<file path="src/rtl/core/bsm_pkg.sv">
`timescale 1ns / 1ps
// ----------------------------------------------------------------------------
// bsm_pkg
// Shared constants for the pipelined radix-2 Booth signed multiplier.
// ----------------------------------------------------------------------------
package bsm_pkg;

    localparam int OPND_W = 32;
    localparam int PROD_W = 64;

    typedef logic [OPND_W-1:0] t_opnd;
    typedef logic [PROD_W-1:0] t_prod;

endpackage

</file>
<file path="src/rtl/core/bsm_stage.sv">
`timescale 1ns / 1ps
// ----------------------------------------------------------------------------
// bsm_stage
// One registered Booth step: add/subtract on the recoded pair, then shift the
// accumulator:multiplier pair right arithmetically by one.
// ----------------------------------------------------------------------------
module bsm_stage #(
    parameter int WIDTH = 32
) (
    input  logic             i_clk,
    input  logic             i_rst_n,
    input  logic             i_valid,
    input  logic [WIDTH+1:0] i_acc,
    input  logic [WIDTH-1:0] i_q,
    input  logic             i_prev,
    input  logic [WIDTH-1:0] i_m,
    output logic             o_valid,
    output logic [WIDTH+1:0] o_acc,
    output logic [WIDTH-1:0] o_q,
    output logic             o_prev,
    output logic [WIDTH-1:0] o_m
);

    import bsm_pkg::*;

    localparam int ACC_W = WIDTH + 2;

    logic             r_valid;
    logic [ACC_W-1:0] r_acc;
    logic [WIDTH-1:0] r_q;
    logic             r_prev;
    logic [WIDTH-1:0] r_m;

    logic [ACC_W-1:0] m_ext;
    logic [ACC_W-1:0] n_sum;
    logic [ACC_W-1:0] n_acc;
    logic [WIDTH-1:0] n_q;

    assign m_ext = {{2{i_m[WIDTH-1]}}, i_m};

    always_comb begin
        unique case ({i_q[0], i_prev})
            2'b10:   n_sum = i_acc - m_ext;
            2'b01:   n_sum = i_acc + m_ext;
            default: n_sum = i_acc;
        endcase
        n_acc = {n_sum[ACC_W-1], n_sum[ACC_W-1:1]};
        n_q   = {n_sum[0], i_q[WIDTH-1:1]};
    end

    always_ff @(posedge i_clk) begin
        if (!i_rst_n) begin
            r_valid <= 1'b0;
        end else begin
            r_valid <= i_valid;
        end
    end

    always_ff @(posedge i_clk) begin
        r_acc  <= n_acc;
        r_q    <= n_q;
        r_prev <= i_q[0];
        r_m    <= i_m;
    end

    assign o_valid = r_valid;
    assign o_acc   = r_acc;
    assign o_q     = r_q;
    assign o_prev  = r_prev;
    assign o_m     = r_m;

endmodule

</file>
<file path="config.mk">
export PLATFORM = sky130hd
export DESIGN_NAME = bsm_stage
export DESIGN_NICKNAME = d
export VERILOG_FILES = /design/src/rtl/core/bsm_pkg.sv /design/src/rtl/core/bsm_stage.sv
export SDC_FILE = /design/constraint.sdc
export NUM_CORES = 1
export LEC_CHECK = 0
export BUFFER_PORTS_ARGS = -buffer_cell sky130_fd_sc_hd__buf_2
export CORE_ASPECT_RATIO = 1.2
export CORE_MARGIN = 2
export CORE_UTILIZATION = 52
export CTS_CLUSTER_SIZE = 40
export DETAILED_ROUTE_END_ITERATION = 10
export PLACE_DENSITY = 0.95
export SETUP_SLACK_MARGIN = 0.05
export SLEW_MARGIN = 20
export SYNTH_ARGS = -nofsm -noshare
export SYNTH_HDL_FRONTEND = slang
export SYNTH_SLANG_ARGS = --single-unit
export TNS_END_PERCENT = 30
</file>
<file path="constraint.sdc">
create_clock -name i_clk -period 7.6 [get_ports i_clk]
set_input_delay 0.38 -clock i_clk [delete_from_list [all_inputs] [get_ports i_clk]]
set_output_delay 0.38 -clock i_clk [all_outputs]
set_load 0.005 [all_outputs]
</file>
==> metrics <==
Comb pwr share=29.9%; vias per cell=5.39; IO Port Bufs=201; ys flop type=dfxtp_1; worst hold path class=input pin to flip-flop; # hold bufs at CTS=0; Fin. Hold Viols=0; Die H=110 um; CP Class=input pin to flip-flop; Clock Path Buffers=2; cts repair resizes=0; register area share after synthesis=40.9%; row cnt=38; Die W=92.2 um; n_diodes=0; Synth top area share=40.9%; Reg power frac=between 40% and 50%; syn_nets=671; asr flop ratio synth=0%; run status=completed; TritonCTS clock tree=yes; largest net degree at the start of global routing=65; H-tree Lvls=3; GPL Wtd Cong=approximately 0.95; CTS Buf Count=9; VDD IR-drop max=roughly 0.11 mV; synthesis-stage register bit count=99; worst-margin pin slew=706 ps; MaxCap Viol Count=0; sw frac=31.2%; DP HPWL=approximately 11000 um; vias=4600; first-pass GRT wire length=~21000 um; P_sw=431 uW; arrival time at the worst endpoint=4760 ps; Ports=202; average wire per standard cell=15.7 um; setup TNS=0 ps; RSZ-0062 raised after global routing=no; DRT Pass-1 Iters=5; number of fill cells in the layout=747; GRT overflow=0; Area Growth Syn to Fin=26.9%; Place WS=2880 ps; Tcrit/Tclk final=~58%; synthesized area per cell=9.10 um2; CTS sink cnt=99; synth top area cells=dfxtp_1 41%, ha_1 9.0%, xor2_1 6.5%; crit end category=flip-flop; setup violators final=0; # DRC=0; P_int=953 uW; via count of the first global-routing pass=roughly 4500; Post-synth EDFFs=0; Reg clk slew, reported paths=90 ps; crit-path max FO=5; initial antenna violation count=0; maximum clock frequency=225 MHz; max-slew violations=0; static leakage=around 3 nW; share of post-route cells with drive strength above 1=32.7%; GRT Util Overall=26.3%; Routed WL=approximately 13000 um; floorplan core area=0.00908 mm2; Slew headroom=between 50 and 60%; most numerous cell in the Yosys netlist=dfxtp_1; Post-DRT Antenna Nets=0; root buffer cell=clkbuf_8; initial drt markers=258; Critical Path RT=7910 ps; largest area contributor in the netlist=dfxtp_1; Die ar.=0.0101 mm2; Clk pwr share=27.3%; post-route setup slack=3160 ps; Cell Area, Synth=0.00485 mm2; final net count=around 870; Pwr per Cell Area=225 mW/mm2; Synth top cells by count=99 x dfxtp_1, 54 x nand2_1, 44 x o21ai_0; fin crit period=4440 ps; Mapped Cells=533; crit path launch type=input pin; YS warnings=0; Post-CTS Repair Setup Buffers=0; post-synth cell types=61; starting density of the core=~53%
metal layers:
metal,share of wire (%),vias to the layer above,track usage (%)
met5,0,-,0
met4,2.1,0,10.4
met3,7.0,24,6.51
met2,52,179,49.3
met1,39,2135,28.5
li1,-,2262,-
logic make-up (layout without fill, tap and decap cells):
group,Yosys count,count (layout),synth area share (%)
simple gates,150,150,15.3
xor+xnor,58,58,10.5
compound gates,153,153,19.9
mux,5,5,1.11
flops,99,99,40.9
fa+ha+maj,36,36,9.44
buf+inv,32,233,2.89
cell usage in the layout, fill, tap and decap left out, types with 7 or more instances in the layout:
cell and count:
buf_2 201, dfxtp_1 99, nand2_1 54, o21ai_0 44, a21oi_1 42, nor2_1 39, xor2_1 36, ha_1 34
a21o_1 25, xnor2_1 22, inv_1 15, nor3_1 11, clkbuf_8 9, nand3_1 7
power by group through the flow:
stage          registers, mW  clock network, mW  logic, mW
3_3_place_gp           0.605                  0      0.397
3_5_place_dp           0.607                  0      0.408
6_report               0.593              0.377      0.413
4_1_cts                0.594              0.381      0.411
2_1_floorplan          0.613                  0      0.249
5_1_grt                0.598              0.407      0.459
cell type report:
type,count,area (um2),area share [%]
clock buffers,9,124,2.01
clock inverters,7,100,1.63
inverters,15,56.3,0.914
multi-input cells,402,2730,44.4
flip-flops and latches,99,1980,32.2
well taps,120,150,2.44
repair buffers,202,1010,16.5
sequential cells by signal (all words and copies together), names as in the netlist:
register  flops
o_prev        1
o_valid       1
o_acc        33
o_m          32
o_q          32
stage by stage:
stage               utilization (%)  cell area (um2)  std cells  power (mW)  hold slack [ps]
finish                         67.8             6160        854        1.38              102
floorplan                         -             4850        533       0.862              408
detailed placement             65.3             5930        838        1.01              484
global route                   67.8             6160        854        1.46             77.7
global placement               65.3             5930        838        1.00              484
CTS                            67.8             6160        854        1.39             92.3
worst max-delay path, stage by stage:
cell and delay, ps:
buf_2 140, inv_1 60, ha_1 180, nor4b_1 490
and3_1 300, nand2_1 140, nor3_1 480, a21oi_1 170
xor2_1 180, ha_1 380, nand2_1 60, o21ai_0 360
o22ai_1 190, a311oi_2 420, o41a_1 260, nand4_1 140
a311o_1 340, nand3_1 80
worst paths after layout:
path / start / end / slack (ps) / cells after the start
worst min-delay path: i_q[4] / o_q[3]$_DFF_P_ / 100 / 1
worst max-delay path: i_m[0] / o_acc[30]$_DFF_P_ / 3160 / 18
(Power assumes the default switching activity.)
